$ cat src/rtl/core/trr_pkg.sv
`timescale 1ns / 1ps
`default_nettype none
// ----------------------------------------------------------------------------
// trr_pkg: shared types and constants of the timecode rate rescaler
// Widths, register map, status codes and sequencer states.
// ----------------------------------------------------------------------------
package trr_pkg;

  // signed width a rescaled count has to fit in
  localparam int unsigned COUNT_WIDTH = 64;
  // frame count port width
  localparam int unsigned FC_W        = 64;
  // edit rate register width
  localparam int unsigned RATE_W      = 31;
  // serial multiplier operand / product widths
  localparam int unsigned MUL_W       = 32;
  localparam int unsigned PROD_W      = 2 * MUL_W;
  // serial divider width
  localparam int unsigned DIV_W       = 64;
  // APB
  localparam int unsigned ADDR_W      = 4;
  localparam int unsigned DATA_W      = 32;

  // magnitude / multiplier limit
  localparam logic [FC_W-1:0] LIMIT32 = 64'h0000_0000_ffff_ffff;
  // largest magnitudes a signed COUNT_WIDTH value can take
  localparam logic [FC_W-1:0] POS_MAX = (FC_W'(1) << (COUNT_WIDTH - 1)) - FC_W'(1);
  localparam logic [FC_W-1:0] NEG_MAX = FC_W'(1) << (COUNT_WIDTH - 1);

  // register reset values
  localparam logic [RATE_W-1:0] SRC_NUM_RST = RATE_W'(25);
  localparam logic [RATE_W-1:0] SRC_DEN_RST = RATE_W'(1);
  localparam logic [RATE_W-1:0] TGT_NUM_RST = RATE_W'(25);
  localparam logic [RATE_W-1:0] TGT_DEN_RST = RATE_W'(1);

  // register index (byte address / 4)
  typedef enum logic [1:0] {
    REG_SRC_NUM,
    REG_SRC_DEN,
    REG_TGT_NUM,
    REG_TGT_DEN
  } reg_idx_e;

  // result status codes
  typedef enum logic [1:0] {
    STAT_OK,
    STAT_ZERO_SRC_NUM,
    STAT_ZERO_TGT_DEN,
    STAT_OVERFLOW
  } status_e;

  // sequencer states: rate reduction first, then per-request work
  typedef enum logic [3:0] {
    ST_PREP_GCD_S,
    ST_PREP_DIV_SN,
    ST_PREP_DIV_SD,
    ST_PREP_GCD_T,
    ST_PREP_DIV_TN,
    ST_PREP_DIV_TD,
    ST_PREP_MUL_M,
    ST_PREP_MUL_D,
    ST_IDLE,
    ST_RUN_MUL,
    ST_RUN_DIV,
    ST_RESULT
  } state_e;

endpackage
`default_nettype wire

$ cat src/rtl/core/timecode_rate_rescaler_unit.sv
`timescale 1ns / 1ps
`default_nettype none
// Path: zero, error, equal-rate and range cases go from request straight to the result state;
//   all others run a 32-step serial multiply, then a 64-step serial divide.
// Throughput: one request at a time; the next is taken once the result is registered.
// Reset: rates return to 25/1; the rate reduction (two binary GCDs, four divides,
//   two multiplies on the shared units) then runs with input stalled. The same
//   reduction reruns after every register write.
// ----------------------------------------------------------------------------
// timecode_rate_rescaler_unit: rational edit rate rescaler for frame counts
// Reduces the configured rates once per configuration, then scales each count by mul / div.
// ----------------------------------------------------------------------------
module timecode_rate_rescaler_unit (
  input  logic                       clk_i,
  input  logic                       rst_ni,
  // APB configuration port
  input  logic                       psel,
  input  logic                       penable,
  input  logic                       pwrite,
  input  logic [trr_pkg::ADDR_W-1:0] paddr,
  input  logic [trr_pkg::DATA_W-1:0] pwdata,
  output logic [trr_pkg::DATA_W-1:0] prdata,
  output logic                       pready,
  // input channel
  input  logic                       in_valid_i,
  output logic                       in_stall_o,
  input  logic [trr_pkg::FC_W-1:0]   frame_count_i,
  // output channel
  output logic                       out_valid_o,
  input  logic                       out_stall_i,
  output logic [trr_pkg::FC_W-1:0]   scaled_count_o,
  output logic [1:0]                 status_o
);
  import trr_pkg::*;

  state_e            state_q, state_d;
  logic              launch, start_q;

  logic [RATE_W-1:0] src_num_q, src_den_q, tgt_num_q, tgt_den_q;
  logic [RATE_W-1:0] g_q, rsn_q, rsd_q, rtn_q, rtd_q;
  logic [61:0]       mf_q, dv_q;
  logic [MUL_W-1:0]  mag_q;
  logic              neg_q;
  logic [FC_W-1:0]   work_q, res_q, scaled_q;
  status_e           stat_q, status_q;
  logic              out_valid_q;

  logic              cfg_wr, in_acc, out_free;
  logic              rates_eq, mul_ovf;
  logic [FC_W-1:0]   mag_in;
  logic              early;
  logic [FC_W-1:0]   early_res;
  status_e           early_stat;
  logic              q_ovf;
  logic [FC_W-1:0]   q_signed;

  // shared unit hookup
  logic                gcd_start, gcd_done, gcd_fin;
  logic [RATE_W-1:0]   gcd_a, gcd_b, gcd_g;
  logic                mul_start, mul_done, mul_fin;
  logic [MUL_W-1:0]    mul_a, mul_b;
  logic [PROD_W-1:0]   mul_prod;
  logic                div_start, div_done, div_fin;
  logic [DIV_W-1:0]    div_n, div_d, div_quo;

  // APB
  assign pready = 1'b1;
  assign cfg_wr = psel && penable && pwrite;

  always_comb begin
    case (reg_idx_e'(paddr[3:2]))
      REG_SRC_NUM: prdata = {1'b0, src_num_q};
      REG_SRC_DEN: prdata = {1'b0, src_den_q};
      REG_TGT_NUM: prdata = {1'b0, tgt_num_q};
      REG_TGT_DEN: prdata = {1'b0, tgt_den_q};
      default:     prdata = '0;
    endcase
  end

  always_ff @(posedge clk_i or negedge rst_ni) begin
    if (!rst_ni) begin
      src_num_q <= SRC_NUM_RST;
      src_den_q <= SRC_DEN_RST;
      tgt_num_q <= TGT_NUM_RST;
      tgt_den_q <= TGT_DEN_RST;
    end else if (cfg_wr) begin
      case (reg_idx_e'(paddr[3:2]))
        REG_SRC_NUM: src_num_q <= pwdata[RATE_W-1:0];
        REG_SRC_DEN: src_den_q <= pwdata[RATE_W-1:0];
        REG_TGT_NUM: tgt_num_q <= pwdata[RATE_W-1:0];
        REG_TGT_DEN: tgt_den_q <= pwdata[RATE_W-1:0];
        default: ;
      endcase
    end
  end

  // handshakes
  assign in_stall_o = (state_q != ST_IDLE);
  assign in_acc     = in_valid_i && !in_stall_o;
  assign out_free   = !out_valid_q || !out_stall_i;

  // a done pulse in the start cycle belongs to an aborted run
  assign gcd_fin = gcd_done && !start_q;
  assign mul_fin = mul_done && !start_q;
  assign div_fin = div_done && !start_q;

  // reduced-rate facts
  assign rates_eq = (rsn_q == rtn_q) && (rsd_q == rtd_q);
  assign mul_ovf  = |mf_q[61:32];

  // checks that settle a request without arithmetic
  assign mag_in = frame_count_i[FC_W-1] ? (FC_W'(0) - frame_count_i) : frame_count_i;

  always_comb begin
    early      = 1'b1;
    early_res  = '0;
    early_stat = STAT_OK;
    if (frame_count_i == '0) begin
      early_stat = STAT_OK;
    end else if (src_num_q == '0) begin
      early_stat = STAT_ZERO_SRC_NUM;
    end else if (tgt_den_q == '0) begin
      early_stat = STAT_ZERO_TGT_DEN;
    end else if (rates_eq) begin
      early_res  = frame_count_i;
    end else if ((mag_in > LIMIT32) || mul_ovf) begin
      early_stat = STAT_OVERFLOW;
    end else begin
      early = 1'b0;
    end
  end

  // final range check and sign
  assign q_ovf    = neg_q ? (div_quo > NEG_MAX) : (div_quo > POS_MAX);
  assign q_signed = neg_q ? (FC_W'(0) - div_quo) : div_quo;

  // unit operand selection
  assign gcd_start = start_q && ((state_q == ST_PREP_GCD_S) || (state_q == ST_PREP_GCD_T));
  assign gcd_a     = (state_q == ST_PREP_GCD_S) ? src_num_q : tgt_num_q;
  assign gcd_b     = (state_q == ST_PREP_GCD_S) ? src_den_q : tgt_den_q;

  assign mul_start = start_q && ((state_q == ST_PREP_MUL_M) || (state_q == ST_PREP_MUL_D) ||
                                 (state_q == ST_RUN_MUL));

  always_comb begin
    case (state_q)
      ST_PREP_MUL_M: begin
        mul_a = {1'b0, rsd_q};
        mul_b = {1'b0, rtn_q};
      end
      ST_PREP_MUL_D: begin
        mul_a = {1'b0, rsn_q};
        mul_b = {1'b0, rtd_q};
      end
      default: begin
        mul_a = mag_q;
        mul_b = mf_q[MUL_W-1:0];
      end
    endcase
  end

  assign div_start = start_q && ((state_q == ST_PREP_DIV_SN) || (state_q == ST_PREP_DIV_SD) ||
                                 (state_q == ST_PREP_DIV_TN) || (state_q == ST_PREP_DIV_TD) ||
                                 (state_q == ST_RUN_DIV));

  always_comb begin
    div_d = {{(DIV_W-RATE_W){1'b0}}, g_q};
    case (state_q)
      ST_PREP_DIV_SN: div_n = {{(DIV_W-RATE_W){1'b0}}, src_num_q};
      ST_PREP_DIV_SD: div_n = {{(DIV_W-RATE_W){1'b0}}, src_den_q};
      ST_PREP_DIV_TN: div_n = {{(DIV_W-RATE_W){1'b0}}, tgt_num_q};
      ST_PREP_DIV_TD: div_n = {{(DIV_W-RATE_W){1'b0}}, tgt_den_q};
      default: begin
        div_n = work_q;
        div_d = {2'b00, dv_q};
      end
    endcase
  end

  // sequencer: next state and unit launch
  always_comb begin
    state_d = state_q;
    launch  = 1'b0;
    if (cfg_wr) begin
      state_d = ST_PREP_GCD_S;
      launch  = 1'b1;
    end else begin
      case (state_q)
        ST_PREP_GCD_S: if (gcd_fin) begin
          state_d = ST_PREP_DIV_SN;
          launch  = 1'b1;
        end
        ST_PREP_DIV_SN: if (div_fin) begin
          state_d = ST_PREP_DIV_SD;
          launch  = 1'b1;
        end
        ST_PREP_DIV_SD: if (div_fin) begin
          state_d = ST_PREP_GCD_T;
          launch  = 1'b1;
        end
        ST_PREP_GCD_T: if (gcd_fin) begin
          state_d = ST_PREP_DIV_TN;
          launch  = 1'b1;
        end
        ST_PREP_DIV_TN: if (div_fin) begin
          state_d = ST_PREP_DIV_TD;
          launch  = 1'b1;
        end
        ST_PREP_DIV_TD: if (div_fin) begin
          state_d = ST_PREP_MUL_M;
          launch  = 1'b1;
        end
        ST_PREP_MUL_M: if (mul_fin) begin
          state_d = ST_PREP_MUL_D;
          launch  = 1'b1;
        end
        ST_PREP_MUL_D: if (mul_fin) begin
          state_d = ST_IDLE;
        end
        ST_IDLE: if (in_acc) begin
          if (early) begin
            state_d = ST_RESULT;
          end else begin
            state_d = ST_RUN_MUL;
            launch  = 1'b1;
          end
        end
        ST_RUN_MUL: if (mul_fin) begin
          state_d = ST_RUN_DIV;
          launch  = 1'b1;
        end
        ST_RUN_DIV: if (div_fin) begin
          state_d = ST_RESULT;
        end
        ST_RESULT: if (out_free) begin
          state_d = ST_IDLE;
        end
        default: state_d = ST_PREP_GCD_S;
      endcase
    end
  end

  always_ff @(posedge clk_i or negedge rst_ni) begin
    if (!rst_ni) begin
      state_q <= ST_PREP_GCD_S;
      start_q <= 1'b1;
    end else begin
      state_q <= state_d;
      start_q <= launch;
    end
  end

  // capture unit results into the working registers
  always_ff @(posedge clk_i) begin
    case (state_q)
      ST_PREP_GCD_S, ST_PREP_GCD_T: if (gcd_fin) g_q <= gcd_g;
      ST_PREP_DIV_SN: if (div_fin) rsn_q <= div_quo[RATE_W-1:0];
      ST_PREP_DIV_SD: if (div_fin) rsd_q <= div_quo[RATE_W-1:0];
      ST_PREP_DIV_TN: if (div_fin) rtn_q <= div_quo[RATE_W-1:0];
      ST_PREP_DIV_TD: if (div_fin) rtd_q <= div_quo[RATE_W-1:0];
      ST_PREP_MUL_M:  if (mul_fin) mf_q <= mul_prod[61:0];
      ST_PREP_MUL_D:  if (mul_fin) dv_q <= mul_prod[61:0];
      ST_IDLE: if (in_acc) begin
        neg_q  <= frame_count_i[FC_W-1];
        mag_q  <= mag_in[MUL_W-1:0];
        res_q  <= early_res;
        stat_q <= early_stat;
      end
      ST_RUN_MUL: if (mul_fin) work_q <= mul_prod;
      ST_RUN_DIV: if (div_fin) begin
        res_q  <= q_ovf ? '0 : q_signed;
        stat_q <= q_ovf ? STAT_OVERFLOW : STAT_OK;
      end
      default: ;
    endcase
  end

  // output register
  always_ff @(posedge clk_i or negedge rst_ni) begin
    if (!rst_ni) begin
      out_valid_q <= 1'b0;
    end else if ((state_q == ST_RESULT) && out_free) begin
      out_valid_q <= 1'b1;
    end else if (!out_stall_i) begin
      out_valid_q <= 1'b0;
    end
  end

  always_ff @(posedge clk_i) begin
    if ((state_q == ST_RESULT) && out_free) begin
      scaled_q <= res_q;
      status_q <= stat_q;
    end
  end

  assign out_valid_o    = out_valid_q;
  assign scaled_count_o = scaled_q;
  assign status_o       = status_q;

  // shared arithmetic units
  trr_gcd u_gcd (
    .clk_i   (clk_i),
    .rst_ni  (rst_ni),
    .start_i (gcd_start),
    .a_i     (gcd_a),
    .b_i     (gcd_b),
    .done_o  (gcd_done),
    .gcd_o   (gcd_g)
  );

  trr_mul u_mul (
    .clk_i   (clk_i),
    .rst_ni  (rst_ni),
    .start_i (mul_start),
    .a_i     (mul_a),
    .b_i     (mul_b),
    .done_o  (mul_done),
    .prod_o  (mul_prod)
  );

  trr_div u_div (
    .clk_i      (clk_i),
    .rst_ni     (rst_ni),
    .start_i    (div_start),
    .dividend_i (div_n),
    .divisor_i  (div_d),
    .done_o     (div_done),
    .quotient_o (div_quo)
  );

`ifndef ASSERT_OFF
  // errors always come with a zero count
  a_err_zero: assert property (@(posedge clk_i) disable iff (!rst_ni)
    out_valid_o && (status_o != STAT_OK) |-> (scaled_count_o == '0))
    else $error("nonzero count with error status");

  // a unit launch is a single-cycle pulse
  a_start_pulse: assert property (@(posedge clk_i) disable iff (!rst_ni)
    start_q |=> !start_q)
    else $error("unit start held for more than one cycle");

  // the scaling divide never sees a zero divisor
  a_div_nonzero: assert property (@(posedge clk_i) disable iff (!rst_ni)
    (state_q == ST_RUN_DIV) |-> (dv_q != '0))
    else $error("zero divisor in scaling divide");
`endif

endmodule
`default_nettype wire

$ cat src/rtl/core/trr_gcd.sv
`timescale 1ns / 1ps
`default_nettype none
// ----------------------------------------------------------------------------
// trr_gcd: binary greatest common divisor
// One shift or one subtract per cycle; a zero result is reported as one.
// ----------------------------------------------------------------------------
module trr_gcd (
  input  logic                       clk_i,
  input  logic                       rst_ni,
  input  logic                       start_i,
  input  logic [trr_pkg::RATE_W-1:0] a_i,
  input  logic [trr_pkg::RATE_W-1:0] b_i,
  output logic                       done_o,
  output logic [trr_pkg::RATE_W-1:0] gcd_o
);
  import trr_pkg::*;

  localparam int unsigned K_W = $clog2(RATE_W);

  logic [RATE_W-1:0] a_q, a_d, b_q, b_d, g_q, g_d;
  logic [K_W-1:0]    k_q, k_d;
  logic              busy_q, busy_d, done_q, done_d;
  logic              fin;
  logic [RATE_W-1:0] rest;

  assign fin  = busy_q && ((a_q == '0) || (b_q == '0));
  assign rest = a_q | b_q;

  // one reduction step per cycle
  always_comb begin
    a_d    = a_q;
    b_d    = b_q;
    k_d    = k_q;
    g_d    = g_q;
    busy_d = busy_q;
    if (start_i) begin
      a_d    = a_i;
      b_d    = b_i;
      k_d    = '0;
      busy_d = 1'b1;
    end else if (fin) begin
      busy_d = 1'b0;
      g_d    = (rest == '0) ? RATE_W'(1) : (rest << k_q);
    end else if (busy_q) begin
      if (!a_q[0] && !b_q[0]) begin
        a_d = a_q >> 1;
        b_d = b_q >> 1;
        k_d = k_q + K_W'(1);
      end else if (!a_q[0]) begin
        a_d = a_q >> 1;
      end else if (!b_q[0]) begin
        b_d = b_q >> 1;
      end else if (a_q >= b_q) begin
        a_d = a_q - b_q;
      end else begin
        b_d = b_q - a_q;
      end
    end
    done_d = !start_i && fin;
  end

  always_ff @(posedge clk_i or negedge rst_ni) begin
    if (!rst_ni) begin
      busy_q <= 1'b0;
      done_q <= 1'b0;
    end else begin
      busy_q <= busy_d;
      done_q <= done_d;
    end
  end

  always_ff @(posedge clk_i) begin
    a_q <= a_d;
    b_q <= b_d;
    k_q <= k_d;
    g_q <= g_d;
  end

  assign done_o = done_q;
  assign gcd_o  = g_q;

endmodule
`default_nettype wire

$ cat src/rtl/core/trr_mul.sv
`timescale 1ns / 1ps
`default_nettype none
// ----------------------------------------------------------------------------
// trr_mul: bit-serial shift-add multiplier
// Consumes one multiplier bit per cycle from a product shift register.
// ----------------------------------------------------------------------------
module trr_mul (
  input  logic                       clk_i,
  input  logic                       rst_ni,
  input  logic                       start_i,
  input  logic [trr_pkg::MUL_W-1:0]  a_i,
  input  logic [trr_pkg::MUL_W-1:0]  b_i,
  output logic                       done_o,
  output logic [trr_pkg::PROD_W-1:0] prod_o
);
  import trr_pkg::*;

  localparam int unsigned CNT_W = $clog2(MUL_W);

  logic [MUL_W-1:0]  a_q, a_d;
  logic [PROD_W-1:0] prod_q, prod_d;
  logic [CNT_W-1:0]  cnt_q, cnt_d;
  logic              busy_q, busy_d, done_q, done_d;
  logic              fin;
  logic [MUL_W:0]    sum;

  assign fin = busy_q && (cnt_q == CNT_W'(MUL_W - 1));
  // add multiplicand into the upper half when the low bit is set
  assign sum = {1'b0, prod_q[PROD_W-1:MUL_W]} + (prod_q[0] ? {1'b0, a_q} : '0);

  always_comb begin
    a_d    = a_q;
    prod_d = prod_q;
    cnt_d  = cnt_q;
    busy_d = busy_q;
    if (start_i) begin
      a_d    = a_i;
      prod_d = {{MUL_W{1'b0}}, b_i};
      cnt_d  = '0;
      busy_d = 1'b1;
    end else if (busy_q) begin
      prod_d = {sum, prod_q[MUL_W-1:1]};
      cnt_d  = cnt_q + CNT_W'(1);
      if (fin) begin
        busy_d = 1'b0;
      end
    end
    done_d = !start_i && fin;
  end

  always_ff @(posedge clk_i or negedge rst_ni) begin
    if (!rst_ni) begin
      busy_q <= 1'b0;
      done_q <= 1'b0;
    end else begin
      busy_q <= busy_d;
      done_q <= done_d;
    end
  end

  always_ff @(posedge clk_i) begin
    a_q    <= a_d;
    prod_q <= prod_d;
    cnt_q  <= cnt_d;
  end

  assign done_o = done_q;
  assign prod_o = prod_q;

endmodule
`default_nettype wire

$ cat src/rtl/core/trr_div.sv
`timescale 1ns / 1ps
`default_nettype none
// ----------------------------------------------------------------------------
// trr_div: bit-serial restoring divider
// Shifts the dividend through the remainder, one quotient bit per cycle.
// ----------------------------------------------------------------------------
module trr_div (
  input  logic                      clk_i,
  input  logic                      rst_ni,
  input  logic                      start_i,
  input  logic [trr_pkg::DIV_W-1:0] dividend_i,
  input  logic [trr_pkg::DIV_W-1:0] divisor_i,
  output logic                      done_o,
  output logic [trr_pkg::DIV_W-1:0] quotient_o
);
  import trr_pkg::*;

  localparam int unsigned CNT_W = $clog2(DIV_W);

  logic [DIV_W-1:0] dvs_q, dvs_d, rem_q, rem_d, quo_q, quo_d;
  logic [CNT_W-1:0] cnt_q, cnt_d;
  logic             busy_q, busy_d, done_q, done_d;
  logic             fin;
  logic [DIV_W:0]   shifted;
  logic [DIV_W+1:0] diff;
  logic             ge;

  assign fin     = busy_q && (cnt_q == CNT_W'(DIV_W - 1));
  // trial subtract of the divisor from the shifted remainder
  assign shifted = {rem_q, quo_q[DIV_W-1]};
  assign diff    = {1'b0, shifted} - {2'b00, dvs_q};
  assign ge      = !diff[DIV_W+1];

  always_comb begin
    dvs_d  = dvs_q;
    rem_d  = rem_q;
    quo_d  = quo_q;
    cnt_d  = cnt_q;
    busy_d = busy_q;
    if (start_i) begin
      dvs_d  = divisor_i;
      rem_d  = '0;
      quo_d  = dividend_i;
      cnt_d  = '0;
      busy_d = 1'b1;
    end else if (busy_q) begin
      rem_d = ge ? diff[DIV_W-1:0] : shifted[DIV_W-1:0];
      quo_d = {quo_q[DIV_W-2:0], ge};
      cnt_d = cnt_q + CNT_W'(1);
      if (fin) begin
        busy_d = 1'b0;
      end
    end
    done_d = !start_i && fin;
  end

  always_ff @(posedge clk_i or negedge rst_ni) begin
    if (!rst_ni) begin
      busy_q <= 1'b0;
      done_q <= 1'b0;
    end else begin
      busy_q <= busy_d;
      done_q <= done_d;
    end
  end

  always_ff @(posedge clk_i) begin
    dvs_q <= dvs_d;
    rem_q <= rem_d;
    quo_q <= quo_d;
    cnt_q <= cnt_d;
  end

  assign done_o     = done_q;
  assign quotient_o = quo_q;

endmodule
`default_nettype wire
$ cat config.mk
export PLATFORM = sky130hd
export DESIGN_NAME = timecode_rate_rescaler_unit
export DESIGN_NICKNAME = d
export VERILOG_FILES = /design/src/rtl/core/trr_pkg.sv /design/src/rtl/core/timecode_rate_rescaler_unit.sv /design/src/rtl/core/trr_gcd.sv /design/src/rtl/core/trr_mul.sv /design/src/rtl/core/trr_div.sv
export SDC_FILE = /design/constraint.sdc
export NUM_CORES = 2
export LEC_CHECK = 0
export BUFFER_PORTS_ARGS = -buffer_cell sky130_fd_sc_hd__buf_2
export CORE_UTILIZATION = 55
export CTS_BUF_LIST = sky130_fd_sc_hd__clkbuf_4 sky130_fd_sc_hd__clkbuf_8
export DETAILED_ROUTE_END_ITERATION = 12
export PLACE_DENSITY_LB_ADDON = 0.1
export SLEW_MARGIN = 20
export SYNTH_ARGS = -nofsm -noshare
export SYNTH_HDL_FRONTEND = slang
export SYNTH_SLANG_ARGS = --single-unit
$ cat constraint.sdc
create_clock -name clk_i -period 15 [get_ports clk_i]
set_clock_uncertainty 0.15 [all_clocks]
set_input_delay 0.75 -clock clk_i [delete_from_list [all_inputs] [get_ports clk_i]]
set_output_delay 0.75 -clock clk_i [all_outputs]
set_load 0.01 [all_outputs]
==> impl_metrics.json <==
{
  "seqCellArea_sq_um": 29400,
  "die_w_um": 316,
  "min_period_ns": 5.53,
  "worstSetupStartpointType": "register",
  "fmax_ghz": 0.181,
  "finalWirelength_um": 165000,
  "r2r_start": "u_div.quotient_o[0]$_DFFE_PP_",
  "synthCells": 4894,
  "worst_ep_required_time_ns": 15.55,
  "min_from": "frame_count_i[3]",
  "place_ws_ns": 9.54,
  "wl_met3_um": 14900,
  "fillers": 7988,
  "synth-main-ff-cell": "edfxtp_1",
  "cp-end-kind": "register",
  "drc": 2,
  "antenna_found_initial": 15,
  "wl_met1_um": 69100,
  "drive_gt1_share_pct": 16.3,
  "synth_area_per_cell_sq_um": 11.1,
  "status": "finished with violations",
  "dr.pass1.iters": 12,
  "tns_ns": 0,
  "async_flop_share_pct": 13.1,
  "netlist_area_sq_um": 54400,
  "p_leak_nw": 23.0,
  "wl_met2_um": 75600,
  "overflow": 0,
  "final-setup-viol-count": 0,
  "detail_route.vias_per_cell": 6.29,
  "coreArea_sq_um": 97300,
  "synth.area.top_cells": "edfxtp_1 (44%), dfrtp_1 (5.8%), ha_1 (4.4%), nand2_1 (4.4%), dfxtp_1 (4.1%)",
  "worstSetupPathType": "register to register",
  "cts.sinks": 1039,
  "synth_top_area_share_pct": 43.7,
  "fin_hold_ws_ns": 0.0749,
  "drv_cap": 0,
  "grt_pass1_wl_um": 245000,
  "grt_pass1_vias": 39500,
  "cts_resized": 0,
  "drtAntennaViolNets": 0,
  "boundaryPins": 208,
  "cts_buffers": 173,
  "worstSkewPairLatency_ns": 0.90,
  "chipHeight_um": 316,
  "worstSetupStartpoint": "u_div.quotient_o[0]$_DFFE_PP_",
  "synth_area_leader_cell": "edfxtp_1",
  "highest_layer": "met5",
  "multiInputGateArea_sq_um": 23100,
  "clockBufferDepth": 3,
  "dpl.hpwl_um": 117000,
  "rows": 114,
  "power_mw": 13.1,
  "worst_pin_slew_ns": 1.11,
  "cp_max_fo": 63,
  "cellPowerDensity_nw_per_um2": 216,
  "hold_buffers": 45,
  "max-slew-margin-rel_pct": 25.7,
  "utilization_pct": 62.4,
  "yosysUniqueCellTypes": 88,
  "maxSlewViolCount": 0,
  "synth-seq-cells": 1039,
  "violations": "DRC",
  "yosysWarnings": 0,
  "die_area_sq_um": 100000,
  "post_cts_buffers": 0,
  "arrival_ns": 6.09,
  "post_drt_wl_per_cell_um": 25.3,
  "io_buffer_count": 202,
  "area_delta_synth_final_pct": 11.6,
  "hold_viol": 0,
  "synthesis.nets": 5197,
  "cts_tree": "yes",
  "synth_edf_count": 791,
  "hp-class": "primary input to register",
  "rsz0062_at_grt": "no",
  "ir_worst_vdd_mv": 0.143,
  "min_period_over_period_pct": 36.9,
  "initial_core_util_pct": 55.9,
  "gp_congestion": 0.961,
  "cts.clk_slew.worst_paths_ns": 0.07,
  "cts-root-buf": "clkbuf_8",
  "worst_slack_ns": 9.47,
  "num_vias": 41100,
  "grt_max_degree": 99,
  "nNetsFinal": 5406,
  "grtUsageTotal_pct": 32.8,
  "htree_levels": 4,
  "seq_area_frac_synth_pct": 54.1,
  "drt_iter0_drc": 4701
}
## stage by stage
stage,cell area (sq um),instances
after floorplan,54400,4894
after global placement,56500,6158
after detailed placement,56500,6158
after CTS,60600,6525
after global routing,60700,6529
final,60700,6535
## area by class of cell
cell class	count	area share, %
sequential	1039	48.5
multi-input combinational	3335	38.0
clock buffer	240	4.87
timing repair buffer	311	3.23
tap	1276	2.63
inverter	243	1.51
clock inverter	82	1.22
antenna	9	0.0371
## report_power, final
part / internal, mW / switching, mW / total [mW]
sequential: 3.94 / 0.792 / 4.73
clock: 1.47 / 1.22 / 2.69
combinational: 2.25 / 3.45 / 5.70
total: 7.65 / 5.46 / 13.1
## worst paths after layout
kind                                                 to  slack [ns]  cells past startpoint
hold reg to reg            scaled_count_o[55]$_DFFE_PP_        0.24                      0
setup / recovery                     res_q[3]$_DFFE_PP_        9.47                     12
hold / removal                       mag_q[3]$_DFFE_PP_        0.07                      2
min in group asynchronous     tgt_den_q[10]$_DFFE_PN0P_        0.39                      2
setup reg to reg                     res_q[3]$_DFFE_PP_        9.47                     12
max in group asynchronous        u_div.busy_q$_DFF_PN0_       13.06                      3
## state kept, by name, indices dropped and copies added, names as in the netlist, 32 cells and up
register	count
u_mul.prod_o	64
res_q	64
scaled_count_o	64
u_div.rem_q	64
dv_q	62
u_mul.a_q	32
work_q	64
mf_q	62
mag_q	32
u_div.quotient_o	64
u_div.dvs_q	62
## cells by family after synthesis
family          Yosys count  share of synthesized area, %
simple gates           1459                          12.5
compound gates         1134                          14.0
flops                  1039                          54.1
buf+inv                 520                          3.70
xor+xnor                302                          4.87
mux                     242                          6.23
fa+ha+maj               196                          4.57
other cells               2                        0.0138
## cells in the final DEF (no fill, tap or decap), drive strengths merged, types with 21 or more instances in the layout
cell type	Yosys	routed
nor4	68	68
nand4	62	62
nand2b	35	35
or3	41	41
edfxtp	791	791
a21o	51	51
buf	36	266
a22oi	61	61
nor3	60	60
dfrtp	127	127
o21a	21	21
nor2b	34	34
a222oi	62	62
dfxtp	112	112
ha	192	192
a311oi	25	25
nand2	635	635
o21ai	290	290
a221oi	34	34
o31ai	41	41
a21oi	203	203
nor2	287	287
o21bai	25	25
a31oi	103	103
nand3	77	77
mux4	63	63
or4	26	26
xor2	136	136
a41oi	35	35
mux2i	40	40
clkbuf	241	240
o41ai	27	27
and2	72	72
clkinv	0	56
a211oi	30	30
dlygate4sd3	0	45
inv	243	256
xnor2	166	166
mux2	139	139
## layer usage
metal | vias up | track usage, %
met2 | 1892 | 50.8
met3 | 309 | 7.07
met1 | 20200 | 45.7
met5 | - | 0
li1 | 18700 | -
met4 | 16 | 11.9
## worst max-delay path, cell delays in order, from the launching register on
cell and delay (ns):
edfxtp_1 0.58, inv_1 0.17, ha_1 0.19, nand2_1 0.08
or2_2 0.32, or3_4 0.43, or3_4 0.43, or4_4 0.53
or4_4 0.57, or4_4 0.48, o41ai_4 0.47, nand2_4 0.53
o21ai_0 0.38
## synth_stat cells (all sizes together) (34+ instances only)
cell / count
xnor2: 166
dfxtp: 112
nand3: 77
o21ai: 290
mux4: 63
nor2b: 34
inv: 243
xor2: 136
mux2i: 40
dfrtp: 127
a22oi: 61
nand2: 635
buf: 36
ha: 192
edfxtp: 791
nand4: 62
a41oi: 35
a221oi: 34
nor4: 68
mux2: 139
a222oi: 62
a21o: 51
and2: 72
a31oi: 103
nand2b: 35
o31ai: 41
nor3: 60
a21oi: 203
nor2: 287
clkbuf: 241
or3: 41
Note: power is estimated with default switching activity, not from simulation.
